**src/rtl/core/counting_semaphore_fifo_waiters_macros.svh**
```systemverilog
// Assertion macros shared by the semaphore RTL.
// No dependencies; included by the files that carry assertions.
`ifndef COUNTING_SEMAPHORE_FIFO_WAITERS_MACROS_SVH
`define COUNTING_SEMAPHORE_FIFO_WAITERS_MACROS_SVH

// Same-cycle implication, disabled while reset is held.
`define CSFW_ASSERT_IMPL(lbl, ante, cons, msg) \
  lbl: assert property (@(posedge clk) disable iff (!rst_n) (ante) |-> (cons)) \
    else $error(msg);

// Next-cycle implication, disabled while reset is held.
`define CSFW_ASSERT_NEXT(lbl, ante, cons, msg) \
  lbl: assert property (@(posedge clk) disable iff (!rst_n) (ante) |=> (cons)) \
    else $error(msg);

`endif

```
**src/rtl/core/csfw_pkg.sv**
```systemverilog
// Types, codes and command/status structs for the counting semaphore.
// No dependencies; used by csfw_ctrl, csfw_dp and the top level.
`timescale 1ns / 1ps

package csfw_pkg;

  localparam int COUNT_W = 18;
  localparam logic [COUNT_W-1:0] COUNT_MAX = {COUNT_W{1'b1}};

  typedef logic [1:0] func_t;
  typedef logic [2:0] status_t;

  localparam func_t FUNC_WAIT   = 2'd0;
  localparam func_t FUNC_SIGNAL = 2'd1;
  localparam func_t FUNC_CLOSE  = 2'd2;
  localparam func_t FUNC_NONE   = 2'd3;

  localparam status_t ST_GRANTED    = 3'd0;
  localparam status_t ST_BLOCKED    = 3'd1;
  localparam status_t ST_REL_OK     = 3'd2;
  localparam status_t ST_REL_CLOSED = 3'd3;
  localparam status_t ST_REF_CLOSED = 3'd4;
  localparam status_t ST_REF_FULL   = 3'd5;
  localparam status_t ST_DONE       = 3'd6;

  // controller -> datapath
  typedef struct packed {
    logic    load_req;
    logic    emit;
    logic    sel_waiter;
    status_t code;
    logic    last;
    logic    dec_count;
    logic    inc_count;
    logic    push;
    logic    pop;
    logic    set_closed;
    logic    clear_queue;
  } cmd_t;

  // datapath -> controller
  typedef struct packed {
    func_t func;
    logic  closed;
    logic  count_zero;
    logic  count_full;
    logic  q_empty;
    logic  q_full;
    logic  out_free;
  } sts_t;

endpackage

```
**src/rtl/core/csfw_dp.sv**
```systemverilog
// Datapath: request latch, count, closed flag, waiter queue memory, result register.
// Depends on csfw_pkg and the assertion macros header.
`timescale 1ns / 1ps
`include "counting_semaphore_fifo_waiters_macros.svh"

module csfw_dp #(
  parameter int QUEUE_DEPTH    = 16,
  parameter int THREAD_ID_BITS = 8
) (
  input  logic                      clk,
  input  logic                      rst_n,
  input  logic                      cfg_wr_en,
  input  logic [15:0]               cfg_wr_data,
  input  csfw_pkg::func_t           in_func,
  input  logic [THREAD_ID_BITS-1:0] in_thread_id,
  input  csfw_pkg::cmd_t            cmd,
  output csfw_pkg::sts_t            sts,
  output logic                      out_valid,
  input  logic                      out_stall,
  output logic [THREAD_ID_BITS-1:0] out_thread_id_res,
  output csfw_pkg::status_t         out_status,
  output logic                      out_last
);
  import csfw_pkg::*;

  localparam int PTR_W = (QUEUE_DEPTH > 1) ? $clog2(QUEUE_DEPTH) : 1;
  localparam int WCNT_W = $clog2(QUEUE_DEPTH + 1);
  localparam logic [PTR_W-1:0] PTR_LAST = PTR_W'(QUEUE_DEPTH - 1);
  localparam logic [WCNT_W-1:0] WCNT_FULL = WCNT_W'(QUEUE_DEPTH);

  func_t                     req_func_r;
  logic [THREAD_ID_BITS-1:0] req_tid_r;
  logic [COUNT_W-1:0]        count_r;
  logic                      closed_r;
  logic [PTR_W-1:0]          head_r;
  logic [PTR_W-1:0]          tail_r;
  logic [WCNT_W-1:0]         wcnt_r;
  logic [THREAD_ID_BITS-1:0] mem [QUEUE_DEPTH];
  logic [THREAD_ID_BITS-1:0] rd_data_r;
  logic                      out_valid_r;
  logic [THREAD_ID_BITS-1:0] tid_res_r;
  status_t                   status_r;
  logic                      last_r;

  always_ff @(posedge clk) begin
    if (cmd.load_req) begin
      req_func_r <= in_func;
      req_tid_r  <= in_thread_id;
    end
  end

  // waiter queue: one write port at the tail, registered read at the head
  always_ff @(posedge clk) begin
    if (cmd.push) begin
      mem[tail_r] <= req_tid_r;
    end
    rd_data_r <= mem[head_r];
  end

  always_ff @(posedge clk) begin
    if (!rst_n) begin
      count_r  <= '0;
      closed_r <= 1'b0;
      head_r   <= '0;
      tail_r   <= '0;
      wcnt_r   <= '0;
    end else begin
      if (cfg_wr_en) begin
        count_r <= COUNT_W'(cfg_wr_data);
      end else if (cmd.dec_count) begin
        count_r <= count_r - COUNT_W'(1);
      end else if (cmd.inc_count) begin
        count_r <= count_r + COUNT_W'(1);
      end
      if (cmd.set_closed) begin
        closed_r <= 1'b1;
      end
      if (cmd.clear_queue) begin
        head_r <= '0;
        tail_r <= '0;
        wcnt_r <= '0;
      end else begin
        if (cmd.push) begin
          tail_r <= (tail_r == PTR_LAST) ? '0 : tail_r + PTR_W'(1);
        end
        if (cmd.pop) begin
          head_r <= (head_r == PTR_LAST) ? '0 : head_r + PTR_W'(1);
        end
        if (cmd.push && !cmd.pop) begin
          wcnt_r <= wcnt_r + WCNT_W'(1);
        end else if (cmd.pop && !cmd.push) begin
          wcnt_r <= wcnt_r - WCNT_W'(1);
        end
      end
    end
  end

  // result register; refilled only once empty so the head read has settled
  always_ff @(posedge clk) begin
    if (!rst_n) begin
      out_valid_r <= 1'b0;
    end else if (cmd.emit) begin
      out_valid_r <= 1'b1;
    end else if (!out_stall) begin
      out_valid_r <= 1'b0;
    end
  end

  always_ff @(posedge clk) begin
    if (cmd.emit) begin
      tid_res_r <= cmd.sel_waiter ? rd_data_r : req_tid_r;
      status_r  <= cmd.code;
      last_r    <= cmd.last;
    end
  end

  always_comb begin
    sts.func       = req_func_r;
    sts.closed     = closed_r;
    sts.count_zero = (count_r == '0);
    sts.count_full = (count_r == COUNT_MAX);
    sts.q_empty    = (wcnt_r == '0);
    sts.q_full     = (wcnt_r >= WCNT_FULL);
    sts.out_free   = !out_valid_r;
  end

  assign out_valid         = out_valid_r;
  assign out_thread_id_res = tid_res_r;
  assign out_status        = status_r;
  assign out_last          = last_r;

  `CSFW_ASSERT_IMPL(a_empty_ptrs, wcnt_r == '0, head_r == tail_r, "empty queue with split pointers")
  `CSFW_ASSERT_IMPL(a_no_push_full, cmd.push, wcnt_r < WCNT_FULL, "push into full queue")
  `CSFW_ASSERT_IMPL(a_no_pop_empty, cmd.pop, wcnt_r != '0, "pop from empty queue")
  `CSFW_ASSERT_IMPL(a_emit_free, cmd.emit, !out_valid_r, "result overwritten before taken")
  `CSFW_ASSERT_NEXT(a_closed_sticky, closed_r, closed_r, "closed flag cleared")

endmodule

```
**src/rtl/core/csfw_ctrl.sv**
```systemverilog
// Controller state machine: sequences each request into datapath commands.
// Depends on csfw_pkg and the assertion macros header.
`timescale 1ns / 1ps
`include "counting_semaphore_fifo_waiters_macros.svh"

module csfw_ctrl (
  input  logic           clk,
  input  logic           rst_n,
  input  logic           in_valid,
  output logic           in_stall,
  input  csfw_pkg::sts_t sts,
  output csfw_pkg::cmd_t cmd
);
  import csfw_pkg::*;

  localparam logic [1:0] S_IDLE   = 2'd0;
  localparam logic [1:0] S_DECIDE = 2'd1;
  localparam logic [1:0] S_DRAIN  = 2'd2;
  localparam logic [1:0] S_FINAL  = 2'd3;

  logic [1:0] state_r;
  logic [1:0] state_nxt;

  always_ff @(posedge clk) begin
    if (!rst_n) begin
      state_r <= S_IDLE;
    end else begin
      state_r <= state_nxt;
    end
  end

  assign in_stall = (state_r != S_IDLE);

  always_comb begin
    cmd       = '0;
    state_nxt = state_r;
    unique case (state_r)
      S_IDLE: begin
        if (in_valid) begin
          cmd.load_req = 1'b1;
          state_nxt    = S_DECIDE;
        end
      end
      S_DECIDE: begin
        if (sts.func == FUNC_NONE) begin
          state_nxt = S_IDLE;
        end else if (sts.out_free) begin
          state_nxt = S_IDLE;
          if (sts.closed) begin
            cmd.emit = 1'b1;
            cmd.code = ST_REF_CLOSED;
            cmd.last = 1'b1;
          end else begin
            unique case (sts.func)
              FUNC_WAIT: begin
                cmd.emit = 1'b1;
                cmd.last = 1'b1;
                if (!sts.count_zero) begin
                  cmd.code      = ST_GRANTED;
                  cmd.dec_count = 1'b1;
                end else if (sts.q_full) begin
                  cmd.code = ST_REF_FULL;
                end else begin
                  cmd.code = ST_BLOCKED;
                  cmd.push = 1'b1;
                end
              end
              FUNC_SIGNAL: begin
                cmd.emit = 1'b1;
                if (!sts.q_empty) begin
                  // hand the unit straight to the oldest waiter
                  cmd.sel_waiter = 1'b1;
                  cmd.code       = ST_REL_OK;
                  cmd.pop        = 1'b1;
                  state_nxt      = S_FINAL;
                end else if (sts.count_full) begin
                  cmd.code = ST_REF_FULL;
                  cmd.last = 1'b1;
                end else begin
                  cmd.code      = ST_DONE;
                  cmd.last      = 1'b1;
                  cmd.inc_count = 1'b1;
                end
              end
              FUNC_CLOSE: begin
                cmd.set_closed = 1'b1;
                state_nxt      = S_DRAIN;
              end
              default: begin
                state_nxt = S_IDLE;
              end
            endcase
          end
        end
      end
      S_DRAIN: begin
        if (sts.out_free) begin
          cmd.emit = 1'b1;
          if (!sts.q_empty) begin
            cmd.sel_waiter = 1'b1;
            cmd.code       = ST_REL_CLOSED;
            cmd.pop        = 1'b1;
          end else begin
            cmd.code        = ST_DONE;
            cmd.last        = 1'b1;
            cmd.clear_queue = 1'b1;
            state_nxt       = S_IDLE;
          end
        end
      end
      S_FINAL: begin
        if (sts.out_free) begin
          cmd.emit  = 1'b1;
          cmd.code  = ST_DONE;
          cmd.last  = 1'b1;
          state_nxt = S_IDLE;
        end
      end
      default: begin
        state_nxt = S_IDLE;
      end
    endcase
  end

  `CSFW_ASSERT_IMPL(a_load_idle, cmd.load_req, state_r == S_IDLE, "request loaded outside idle")
  `CSFW_ASSERT_IMPL(a_emit_free, cmd.emit, sts.out_free, "emit while result register busy")
  `CSFW_ASSERT_NEXT(a_load_decide, cmd.load_req, state_r == S_DECIDE, "loaded request not decoded")

endmodule

```
**src/rtl/core/counting_semaphore_fifo_waiters.sv**
```systemverilog
// Channel   Ports                                        Handshake
// in        in_func, in_thread_id                        in_valid / in_stall
// out       out_thread_id_res, out_status, out_last      out_valid / out_stall
// cfg       cfg_wr_data (initial_count)                  cfg_wr_en, no wait
//
// One request at a time: accept, decode, then each result passes through the
// single result register (load, then taken); a close releases every waiter in
// queue order and then gives a final done result.
// The result register is refilled only once empty, which also lets the
// registered queue read at the head settle after each release.
// Synchronous active-low reset clears the count, closed flag and queue pointers.
`timescale 1ns / 1ps

module counting_semaphore_fifo_waiters #(
  parameter int QUEUE_DEPTH    = 16,
  parameter int THREAD_ID_BITS = 8
) (
  input  logic                      clk,
  input  logic                      rst_n,
  input  logic                      cfg_wr_en,
  input  logic [15:0]               cfg_wr_data,
  input  logic                      in_valid,
  output logic                      in_stall,
  input  csfw_pkg::func_t           in_func,
  input  logic [THREAD_ID_BITS-1:0] in_thread_id,
  output logic                      out_valid,
  input  logic                      out_stall,
  output logic [THREAD_ID_BITS-1:0] out_thread_id_res,
  output csfw_pkg::status_t         out_status,
  output logic                      out_last
);
  import csfw_pkg::*;

  cmd_t cmd;
  sts_t sts;

  csfw_ctrl u_ctrl (
    .clk      (clk),
    .rst_n    (rst_n),
    .in_valid (in_valid),
    .in_stall (in_stall),
    .sts      (sts),
    .cmd      (cmd)
  );

  csfw_dp #(
    .QUEUE_DEPTH    (QUEUE_DEPTH),
    .THREAD_ID_BITS (THREAD_ID_BITS)
  ) u_dp (
    .clk               (clk),
    .rst_n             (rst_n),
    .cfg_wr_en         (cfg_wr_en),
    .cfg_wr_data       (cfg_wr_data),
    .in_func           (in_func),
    .in_thread_id      (in_thread_id),
    .cmd               (cmd),
    .sts               (sts),
    .out_valid         (out_valid),
    .out_stall         (out_stall),
    .out_thread_id_res (out_thread_id_res),
    .out_status        (out_status),
    .out_last          (out_last)
  );

endmodule
```
**config.mk**
```make
export PLATFORM = sky130hd
export DESIGN_NAME = counting_semaphore_fifo_waiters
export DESIGN_NICKNAME = d
export VERILOG_FILES = /design/src/rtl/core/csfw_pkg.sv /design/src/rtl/core/csfw_dp.sv /design/src/rtl/core/csfw_ctrl.sv /design/src/rtl/core/counting_semaphore_fifo_waiters.sv
export VERILOG_INCLUDE_DIRS = /design/src /design/src/rtl/core
export SDC_FILE = /design/constraint.sdc
export NUM_CORES = 1
export LEC_CHECK = 0
export BUFFER_PORTS_ARGS = -buffer_cell sky130_fd_sc_hd__buf_2
export CELL_PAD_IN_SITES_DETAIL_PLACEMENT = 1
export CELL_PAD_IN_SITES_GLOBAL_PLACEMENT = 1
export CORE_ASPECT_RATIO = 0.75
export CORE_MARGIN = 2
export CORE_UTILIZATION = 40
export CTS_BUF_LIST = sky130_fd_sc_hd__clkbuf_8
export CTS_CLUSTER_SIZE = 16
export DETAILED_ROUTE_END_ITERATION = 12
export GPL_TIMING_DRIVEN = 0
export PLACE_DENSITY = 0.64
export SYNTH_ARGS = -nofsm -noshare
export SYNTH_HDL_FRONTEND = slang
export SYNTH_HIERARCHICAL = 1
export SYNTH_SLANG_ARGS = --single-unit
```
**constraint.sdc**
```tcl
create_clock -name clk -period 6.5 [get_ports clk]
set_input_delay 0.325 -clock clk [delete_from_list [all_inputs] [get_ports clk]]
set_output_delay 0.325 -clock clk [all_outputs]
set_load 0.05 [all_outputs]
```
==> impl_metrics.csv, run 1 <==
group,metric,value,unit
min_path,hold_depth,1,
sta,final-hold-violation-count,0,
grt,grt_max_degree,23,
sta,finalClockSkew,0.0208,ns
setup_path,r2r_start,"u_dp/count_r[0]",
setup_path,required,6.87,ns
cells_and_area,nets,763,
min_path,min-delay-start,"in_thread_id[2]",
synth,synth_edf_count,150,
sta,whs,0.0355,ns
die,die_w,177,um
cells_and_area,fin_cells,1002,
clock_tree,cts_tree,"yes",
placement,dpl_cell_area,9540,um2
route,postRouteAntennaNets,0,
setup_path,critPathSlowestCell,"nor4_1",
sta,fmax,246,MHz
clock_tree,clkTransAtPathRegs,0.11,ns
grt,first_global_vias,5739,
setup_path,worst_setup_path_end_kind,"register",
route,avgViaCountPerCell,5.49,
synth,syn_nets,691,
die,core_area,22000,um2
route,drt-pass1-iter-count,5,
cells_and_area,drive_above_1_share,0.178,
synth,syn-cell-area,8940,um2
power,p_per_area,233,nW/um2
route,avgRoutedWirePerCell,20.8,um
synth,yosysWarnings,6,
placement,gp_congestion,0.845,
grt,grt.overflow.total,0,
route,drt_first_iter_violations,351,
power,p_leak,3.53,nW
clock_tree,cts_buffer_depth,2,
setup_path,rr_worst_depth,11,
cells_and_area,antenna_cells,0,
synth,yosys.cell_types.count,66,
job,drv_cap,0,
sta,slew_viol_final,0,
synth,synthFlopType,"edfxtp_1",
die,fp.dieH,133,um
setup_path,slowest_delay,0.61,ns
synth,ys_seq_elements,193,
clock_tree,ctsResizeCount,0,
clock_tree,ctsRootBufferMaster,"clkbuf_8",
sta,setup_violations,0,
die,start_util,0.406,
setup_path,cp_data_arrival_time,4.43,ns
power,irDropWorstVdd,0.142,mV
setup_path,critPathLaunchType,"register",
clock_tree,cts_buffers,17,
setup_path,critPathMaxFanout,13,
sta,fin_crit,4.06,ns
grt,grt_pass1_wl,33.3,mm
synth,syn_avg_cell_area,14.3,um2
sta,rsz0062_at_grt,"false",
die,std_cell_rows,47,
clock_tree,clkLatencyLatePin,0.48,ns
clock_tree,cts_htree_levels,4,
placement,portBuffers,43,
grt,antenna_found_initial,0,
power,p_total,2.35,mW
setup_path,worst-setup-path-type,"reg2reg",
sta,slew_headroom,0.424,
placement,numPlacedInstances,961,
route,route.detailed.drc,0,
setup_path,crit_path_frequent_cell,"nor4_1",
run_status,outcome,"completed",
grt,grtUsageTotal,0.188,
cells_and_area,final_area,10100,um2
cells_and_area,area_growth,12.6,%
setup_path,crit_chain,"or4_1 > nor4_1 > nor2_2 > buf_8 > ha_1 > nand2_1 > nor4_1 > nand3b_1 > a211oi_1 > mux2i_1 > o211ai_1",
min_path,hold_class,"in2reg",
die,die_area,23600,um2
synth,synth_cells,623,
route,drt-total-wl,20.9,mm
setup_path,crit_start,"u_dp/count_r[0]",
die,pin_count,45,
route,vias,5502,
synth,ys_seq_area_frac,0.600,
synth,ys_async_sr_fraction,0,
sta,fin_tns_setup,0,ns
sta,fin_crit_sh,0.624,
placement,dp_hpwl,15.0,mm
sta,worst_slew_pin_slew,0.864,ns
clock_tree,clkSinkCount,193,
==> power breakdown <==
| part | leakage, nW | switching, mW | internal (mW) | total, mW |
|---|---|---|---|---|
| registers | 1.71 | 0.0295 | 1.35 | 1.38 |
| clock network | 0.214 | 0.513 | 0.306 | 0.819 |
| logic | 1.61 | 0.0943 | 0.0594 | 0.154 |
| total | 3.53 | 0.637 | 1.71 | 2.35 |
==> path summary, 6_finish.rpt <==
kind	to	slack, ns
min reg2reg	u_dp/closed_r	0.49
min	u_dp/req_tid_r[2]	0.04
max reg2reg	u_dp/count_r[17]	2.44
max	u_dp/count_r[17]	2.44
==> cell usage after synthesis (7+ instances only) <==
cell	count	area, um2
edfxtp_1	150	4500
a21oi_1	45	225
dfxtp_1	43	861
nand2_1	40	150
ha_1	35	438
o21ai_0	30	150
nor2_1	29	109
mux4_1	23	604
and2_1	19	119
clkbuf_1	17	63.8
mux4_2	17	383
inv_1	14	52.6
nand3_1	11	55.1
xnor2_1	10	87.6
a21o_1	9	67.6
nor4_1	9	56.3
mux2_2	8	90.1
nand4_1	8	50.1
nor2b_1	7	43.8
nor3_1	7	35.0
==> timing repair <==
action / in CTS / in global routing
endpoints found under the hold margin: 9 / 0
setup buffers: 0 / 0
hold buffers: 9 / 0
==> area by class of cell <==
type / count / area, um2
buffer: 28 / 146
clock buffer: 17 / 234
clock inverter: 15 / 201
fill: 2253 / 11900
inverter: 14 / 52.6
multi-input combinational: 388 / 3380
sequential: 193 / 5370
tap: 294 / 368
timing repair buffer: 53 / 320
==> critical path, delay by kind of cell (launching register included) <==
family	cells	cell delay [ns]
buffers and inverters	1	0.24
AO/OA/AOI/OAI	2	0.42
AND/OR/NAND/NOR	6	2.26
adder cells (fa/ha/maj)	1	0.40
flip-flops	1	0.39
multiplexers	1	0.23
==> registers in the layout (all words and copies together) (netlist names), 2 cells and up <==
register and count:
u_dp/req_func_r 2, u_dp/mem 128, u_dp/out_thread_id_res 8, u_dp/rd_data_r 8, u_dp/tail_r 4, u_dp/count_r 18, u_ctrl/state_r 2, u_dp/head_r 4
u_dp/wcnt_r 5, u_dp/out_status 3, u_dp/req_tid_r 8
==> through the flow <==
stage | utilization | setup WS [ns]
finish | 0.458 | 2.44
detailed placement | 0.434 | 2.51
floorplan | - | 2.88
global placement | 0.433 | 1.87
global route | 0.458 | 2.14
CTS | 0.458 | 2.46
==> layout by cell type, fill, tap and decap left out, types with 10 or more instances in the layout <==
cell,count
mux4_2,17
inv_1,14
clkbuf_1,17
ha_1,35
a21oi_1,44
xnor2_1,10
mux4_1,23
and2_1,19
nand3_1,11
nand2_1,40
dfxtp_1,43
o21ai_0,30
clkbuf_8,17
nor2_1,28
buf_2,46
edfxtp_1,150
==> logic make-up (layout without fill, tap and decap cells) <==
group | after synthesis | count (layout) | synth area share
xor+xnor | 15 | 15 | 0.0147
compound gates | 123 | 123 | 0.0885
simple gates | 159 | 159 | 0.0935
fa+ha+maj | 37 | 37 | 0.0535
mux | 54 | 54 | 0.127
buf+inv | 42 | 127 | 0.0223
flops | 193 | 193 | 0.600
==> routing by layer <==
metal | routed length (um) | share of wire | track usage | vias to the layer above
li1 | - | - | - | 2584
met1 | 10900 | 0.52 | 0.296 | 2793
met2 | 8760 | 0.42 | 0.266 | 112
met3 | 964 | 0.046 | 0.0351 | 13
met4 | 192 | 0.0092 | 0.0473 | 0
met5 | 0 | 0 | 0 | -
Power figures use the tool's default switching activity.
==> inputs of run 2 (changes only) <==
--- a/config.mk
+++ b/config.mk
@@ -16,7 +16,7 @@
 export CTS_CLUSTER_SIZE = 16
 export DETAILED_ROUTE_END_ITERATION = 12
 export GPL_TIMING_DRIVEN = 0
-export PLACE_DENSITY = 0.64
+export PLACE_DENSITY = 0.67
 export SYNTH_ARGS = -nofsm -noshare
 export SYNTH_HDL_FRONTEND = slang
 export SYNTH_HIERARCHICAL = 1
==> constraint.sdc (replaced) <==
create_clock -name clk -period 3.7 [get_ports clk]
set_input_delay 0.185 -clock clk [delete_from_list [all_inputs] [get_ports clk]]
set_output_delay 0.185 -clock clk [all_outputs]
set_load 0.05 [all_outputs]
==> run 2 against run 1 <==
Clock power rose by 81%. Worst setup slack got worse by 2.3 ns. Via count rose by 4.2%. Final area rose by 2.6%. Core utilization rose by 1.2 points. Sequential share of layout area fell by 1.4 points. Global-route usage rose by 1.0 points. Power rose by 79%. Critical endpoint is now u_dp/wcnt_r[4]. Largest cell class unchanged. Highest routed layer unchanged.
==> impl_metrics.csv, run 2 (synthesized netlist as in run 1, its figures left out) <==
group,metric,value,unit
sta,slew_headroom,0.494,
power,pwr-share-clk,0.352,
grt,grtUsageTotal,0.198,
min_path,hold_depth,3,
run_status,outcome,"completed",
sta,fmax,284,MHz
route,avgViaCountPerCell,5.60,
power,combinationalPowerShare,0.071,
cells_and_area,most-common-layout-cells,"150 x edfxtp_1, 46 x buf_2, 43 x a21oi_1, 43 x dfxtp_1, 40 x nand2_1",
setup_path,cp_data_arrival_time,3.91,ns
power,p_int,3.13,mW
power,pwr-share-seq,0.577,
clock_tree,cts_buffers,17,
placement,dpl_cell_area,9560,um2
cells_and_area,drive_above_1_share,0.193,
cells_and_area,nets,785,
cells_and_area,final_area,10300,um2
cells_and_area,final_common_cell,"edfxtp_1",
sta,fin_crit,3.52,ns
power,p_per_area,407,nW/um2
placement,portBuffers,43,
route,postRouteAntennaNets,0,
sta,finalClockSkew,0.0183,ns
setup_path,worst-setup-path-type,"reg2reg",
setup_path,r2r_slack,0.18,ns
setup_path,critPathSlowestCell,"fa_1",
setup_path,path_delay_family,"simple AND/OR/NAND/NOR gates",
setup_path,critPathMaxFanout,4,
cells_and_area,seq_area,5370,um2
sta,worst_slew_pin_slew,0.758,ns
grt,grt_max_degree,21,
route,drt-pass1-iter-count,6,
cells_and_area,top_regs,"u_dp/mem (128), u_dp/count_r (18)",
die,pin_count,45,
die,std_cell_rows,47,
cells_and_area,fillCellCount,2271,
min_path,hold_class,"in2reg",
die,core_area,22000,um2
sta,fin_tns_setup,0,ns
setup_path,r2r_start,"u_dp/count_r[11]",
min_path,hold-path-endpoint,"u_dp/count_r[9]",
cells_and_area,regMostFlops,"u_dp/mem",
power,p_sw_frac,0.255,
grt,grt.overflow.total,0,
min_path,min-delay-start,"cfg_wr_data[9]",
placement,gp_congestion,0.838,
cells_and_area,area_growth,15.6,%
setup_path,critPathLaunchType,"register",
cells_and_area,largest_reg_flops,128,
cells_and_area,fin_cells,1024,
clock_tree,ctsRootBufferMaster,"clkbuf_8",
clock_tree,cts_buffer_depth,2,
power,p_switching,1.07,mW
die,die_area,23600,um2
route,avgRoutedWirePerCell,21.9,um
grt,first_global_vias,6092,
clock_tree,cts_tree,"yes",
die,fp.dieH,133,um
sta,slew_viol_final,0,
route,drt-total-wl,22.4,mm
cells_and_area,multi_input_area,3440,um2
power,irDropWorstVdd,0.218,mV
grt,antenna_found_initial,0,
setup_path,worst_setup_path_end_kind,"register",
setup_path,crit_chain,"nor4_4 > nand3_1 > nor4_4 > nand4_1 > nor2_2 > ha_1 > inv_1 > fa_1 > a21o_1 > a21oi_1 > xnor2_1 > or3_1 > a21oi_1",
power,p_leak,3.64,nW
placement,numPlacedInstances,962,
sta,setup_violations,0,
cells_and_area,antenna_cells,0,
route,drt_first_iter_violations,458,
setup_path,r2r-end,"u_dp/wcnt_r[4]",
route,route.detailed.drc,0,
job,drv_cap,0,
clock_tree,clkTransAtPathRegs,0.11,ns
power,p_total,4.20,mW
sta,fin_crit_sh,0.950,
sta,final-hold-violation-count,0,
clock_tree,clkLatencyLatePin,0.47,ns
route,vias,5731,
setup_path,slowest_delay,0.47,ns
setup_path,path_buf_inv,1,
grt,grt_pass1_wl,35.0,mm
die,die_w,177,um
clock_tree,cts_htree_levels,4,
cells_and_area,post-route-util,0.470,
die,start_util,0.406,
clock_tree,clkSinkCount,193,
setup_path,required,4.09,ns
placement,dp_hpwl,15.9,mm
setup_path,rr_worst_depth,13,
-- run 2: cell count changes in the layout (fill, tap and decap cells not counted), moves of 2 or more --
cell / change
dlygate4sd3_1: +12
buf_4: +9
inv_8: +5
clkinv_8: -4
inv_12: -3
inv_6: -3
nor4_1: -3
bufinv_16: +2
clkinvlp_4: +2
nor4_4: +2
-- run 2: layer usage --
| layer | wire length, um | vias up | track usage | share of wire |
|---|---|---|---|---|
| li1 | - | 2617 | - | - |
| met1 | 11100 | 2969 | 0.292 | 0.50 |
| met2 | 10000 | 122 | 0.300 | 0.45 |
| met3 | 997 | 23 | 0.0391 | 0.044 |
| met4 | 296 | 0 | 0.0533 | 0.013 |
| met5 | 0 | - | 0 | 0 |
-- run 2: timing repair --
| action | 4_1_cts | 5_1_grt |
|---|---|---|
| buffers inserted | 0 | 9 |
| setup endpoints to repair | 42 | 34 |
| gates resized for setup | 5 | 5 |
| hold buffers | 21 | 0 |
| pin swaps | 0 | 4 |
| endpoints found under the hold margin | 21 | 0 |
-- run 2: worst max-delay path by stage --
stage	startpoint	to	cells past startpoint	slack (ns)
2_1_floorplan	u_dp/req_func_r[0]	u_dp/count_r[11]	11	0.08
3_3_place_gp	u_dp/req_func_r[0]	u_dp/count_r[17]	11	-0.81
3_5_place_dp	u_dp/count_r[11]	u_dp/count_r[17]	12	-0.32
4_1_cts	u_dp/count_r[0]	u_dp/wcnt_r[4]	12	0.07
5_1_grt	u_dp/count_r[0]	u_dp/wcnt_r[4]	12	-0.04
6_report	u_dp/count_r[11]	u_dp/wcnt_r[4]	13	0.18
-- run 2: final cells by class --
class | count | area share
sequential | 193 | 0.519
multi-input combinational | 388 | 0.333
timing repair buffer | 75 | 0.0506
tap | 294 | 0.0356
clock buffer | 17 | 0.0227
clock inverter | 15 | 0.0190
buffer | 28 | 0.0142
inverter | 14 | 0.00509
-- run 2: per-stage QoR --
stage / setup slack, ns / hold slack (ns)
2_1_floorplan: 0.0846 / 0.284
4_1_cts: 0.0663 / 0.0254
5_1_grt: -0.0361 / 0.0444
6_report: 0.185 / 0.0651
3_5_place_dp: -0.320 / 0.364
3_3_place_gp: -0.805 / 0.362
-- run 2: worst register-to-register path, cell delays in order (launching register included) --
cell and delay, ns:
dfxtp_1 0.38, nor4_4 0.36, nand3_1 0.18, nor4_4 0.39, nand4_1 0.20, nor2_2 0.17
ha_1 0.21, inv_1 0.11, fa_1 0.47, a21o_1 0.17, a21oi_1 0.20, xnor2_1 0.11
or3_1 0.33, a21oi_1 0.16
-- run 2: power groups by stage --
stage / logic, mW / registers (mW) / clock network [mW]
2_1_floorplan: 0.170 / 2.46 / 0
3_3_place_gp: 0.251 / 2.46 / 0
3_5_place_dp: 0.264 / 2.47 / 0
4_1_cts: 0.285 / 2.42 / 1.52
5_1_grt: 0.328 / 2.43 / 1.60
6_report: 0.299 / 2.42 / 1.48
==> inputs of run 3 (changes only) <==
--- a/config.mk
+++ b/config.mk
@@ -10,13 +10,13 @@
 export CELL_PAD_IN_SITES_DETAIL_PLACEMENT = 1
 export CELL_PAD_IN_SITES_GLOBAL_PLACEMENT = 1
 export CORE_ASPECT_RATIO = 0.75
-export CORE_MARGIN = 2
 export CORE_UTILIZATION = 40
 export CTS_BUF_LIST = sky130_fd_sc_hd__clkbuf_8
 export CTS_CLUSTER_SIZE = 16
 export DETAILED_ROUTE_END_ITERATION = 12
 export GPL_TIMING_DRIVEN = 0
 export PLACE_DENSITY = 0.67
+export RECOVER_POWER = 50
 export SYNTH_ARGS = -nofsm -noshare
 export SYNTH_HDL_FRONTEND = slang
 export SYNTH_HIERARCHICAL = 1
==> run 3 against run 2 <==
Worst setup slack got worse by 0.047 ns. Combinational power decreased by 4%. Sequential power about the same. Count of clock-buffer cells in the layout unchanged. Non-clock buffer count decreased by 8. Final area decreased by 1.3%. Routed wire length decreased by 1.3%. Fmax decreased by 1.3%. Cell count decreased by 1.4%. Via count decreased by 0.58%. Global-route usage increased by 0.33 points. First-iteration DRC count increased by 5.7%. Critical endpoint is now u_dp/count_r[17]. Highest routed layer unchanged.
==> impl_metrics.csv, run 3 (synthesized netlist as in run 1, its figures left out) <==
group,metric,value,unit
clock_tree,cts_tree,"yes",
cells_and_area,regMostFlops,"u_dp/mem",
die,die_area,23000,um2
power,p_total,4.10,mW
cells_and_area,top_regs,"u_dp/mem (128), u_dp/count_r (18)",
grt,grt.busiest_layer,"met1",
sta,final-hold-violation-count,0,
sta,slew_headroom,0.487,
setup_path,critPathLaunchType,"register",
die,die_w,175,um
grt,grt.overflow.total,0,
setup_path,r2r-end,"u_dp/count_r[17]",
clock_tree,cts_buffers,17,
grt,met2_usage,0.288,
sta,slew_viol_final,0,
clock_tree,clkTransAtPathRegs,0.12,ns
cells_and_area,final_common_cell,"edfxtp_1",
sta,fmax,281,MHz
setup_path,critPathMaxFanout,20,
clock_tree,cts_htree_levels,4,
min_path,hold_depth,3,
sta,whs,0.0522,ns
grt,antenna_found_initial,0,
route,drt_first_iter_violations,484,
placement,numPlacedInstances,956,
grt,grt_pass1_wl,34.5,mm
cells_and_area,most-common-layout-cells,"150 x edfxtp_1, 45 x a21oi_1, 43 x dfxtp_1",
grt,use_met3,0.0350,
grt,grt_max_degree,22,
cells_and_area,area_growth,14.0,%
cells_and_area,largest_reg_flops,128,
setup_path,worst-setup-path-type,"reg2reg",
route,drt-pass1-iter-count,5,
cells_and_area,post-route-util,0.473,
route,avgRoutedWirePerCell,21.9,um
setup_path,r2r_start,"u_dp/count_r[0]",
cells_and_area,fin_cells,1010,
clock_tree,cts_buffer_depth,2,
min_path,hold-path-endpoint,"u_dp/count_r[9]",
grt,first_global_vias,5915,
setup_path,rr_worst_depth,11,
power,p_per_area,402,nW/um2
die,std_cell_rows,46,
clock_tree,clkLatencyLatePin,0.47,ns
min_path,hold_class,"in2reg",
setup_path,r2r_slack,0.14,ns
die,core_area,21500,um2
placement,dp_hpwl,15.6,mm
setup_path,cp_data_arrival_time,3.91,ns
sta,fin_crit_sh,0.963,
setup_path,required,4.05,ns
clock_tree,clkSinkCount,193,
die,start_util,0.415,
setup_path,worst_setup_path_end_kind,"register",
die,pin_count,45,
route,vias,5698,
cells_and_area,nets,777,
cells_and_area,fillCellCount,2218,
grt,grtUsageTotal,0.201,
route,avgViaCountPerCell,5.64,
sta,setup_violations,0,
route,route.detailed.drc,0,
sta,worst_slew_pin_slew,0.770,ns
die,fp.dieH,131,um
cells_and_area,drive_above_1_share,0.158,
grt,grt.met1_usage,0.318,
sta,finalClockSkew,0.0210,ns
sta,rsz0062_at_grt,"true",
placement,portBuffers,43,
power,irDropWorstVdd,0.228,mV
power,p_leak,3.55,nW
sta,fin_tns_setup,0,ns
min_path,min-delay-start,"cfg_wr_data[9]",
job,drv_cap,0,
placement,gp_congestion,0.879,
run_status,outcome,"completed",
clock_tree,ctsRootBufferMaster,"clkbuf_8",
cells_and_area,antenna_cells,0,
sta,fin_crit,3.56,ns
route,postRouteAntennaNets,0,
route,drt-total-wl,22.1,mm
-- run 3: changes by cell type in the layout (fill, tap and decap cells not counted), sizes merged --
cell / previous run / this run
buf: 65 / 42
bufinv: 2 / 0
inv: 22 / 20
clkinvlp: 2 / 0
clkbuf: 34 / 49
clkinv: 3 / 9
-- run 3: what timing repair did --
| item | in CTS | in global routing |
|---|---|---|
| resized for setup | 1 | 5 |
| buffers inserted | 0 | 1 |
| hold buffers | 21 | 0 |
| setup endpoints to repair | 39 | 39 |
| pin swaps | 0 | 1 |
| hold endpoints to repair | 21 | 0 |
-- run 3: worst max path at each step --
stage                            start               end  slack (ns)  depth (start not counted)
finish                 u_dp/count_r[0]  u_dp/count_r[17]        0.14                         11
global route        u_dp/req_func_r[0]  u_dp/count_r[17]      -0.006                         12
CTS                   u_dp/count_r[11]  u_dp/count_r[17]        0.02                         12
detailed placement    u_dp/count_r[11]  u_dp/count_r[17]       -0.14                         12
global placement    u_dp/req_func_r[0]  u_dp/count_r[17]       -0.76                         11
floorplan           u_dp/req_func_r[0]  u_dp/count_r[11]        0.08                         11
-- run 3: where the power goes --
part	leakage [nW]	switching (mW)	total, mW	internal [mW]
Combinational	1.63	0.173	0.287	0.114
Sequential	1.71	0.0554	2.42	2.37
Clock	0.208	0.869	1.39	0.522
-- run 3: final cells by class --
class                      count  area, um2  area share
buffer                        28        146      0.0144
clock buffer                  17        234      0.0230
clock inverter                15        186      0.0183
inverter                      14       52.6     0.00516
multi-input combinational    388       3400       0.334
sequential                   193       5370       0.526
tap                          288        360      0.0354
timing repair buffer          67        447      0.0438
-- run 3: layer usage --
metal  up-vias  share of wire
met4         0         0.0038
met2       133           0.43
li1       2621              -
met1      2935           0.52
met5         -              0
met3         9          0.046
-- run 3: critical path: stages, from the launching register on --
cell      delay [ns]
dfxtp_1         0.40
or4_1           0.61
nor4_4          0.31
nor2_2          0.16
buf_16          0.19
ha_1            0.41
nand2_1         0.20
nor4_1          0.33
nand3b_1        0.20
a211oi_1        0.31
mux2i_1         0.22
o211ai_1        0.10
-- run 3: per-stage QoR --
stage | setup WS (ns) | cell area, um2
3_3_place_gp | -0.760 | 9510
3_5_place_dp | -0.145 | 9560
5_1_grt | -0.00618 | 10200
4_1_cts | 0.0233 | 10200
6_report | 0.137 | 10200
2_1_floorplan | 0.0846 | 8940
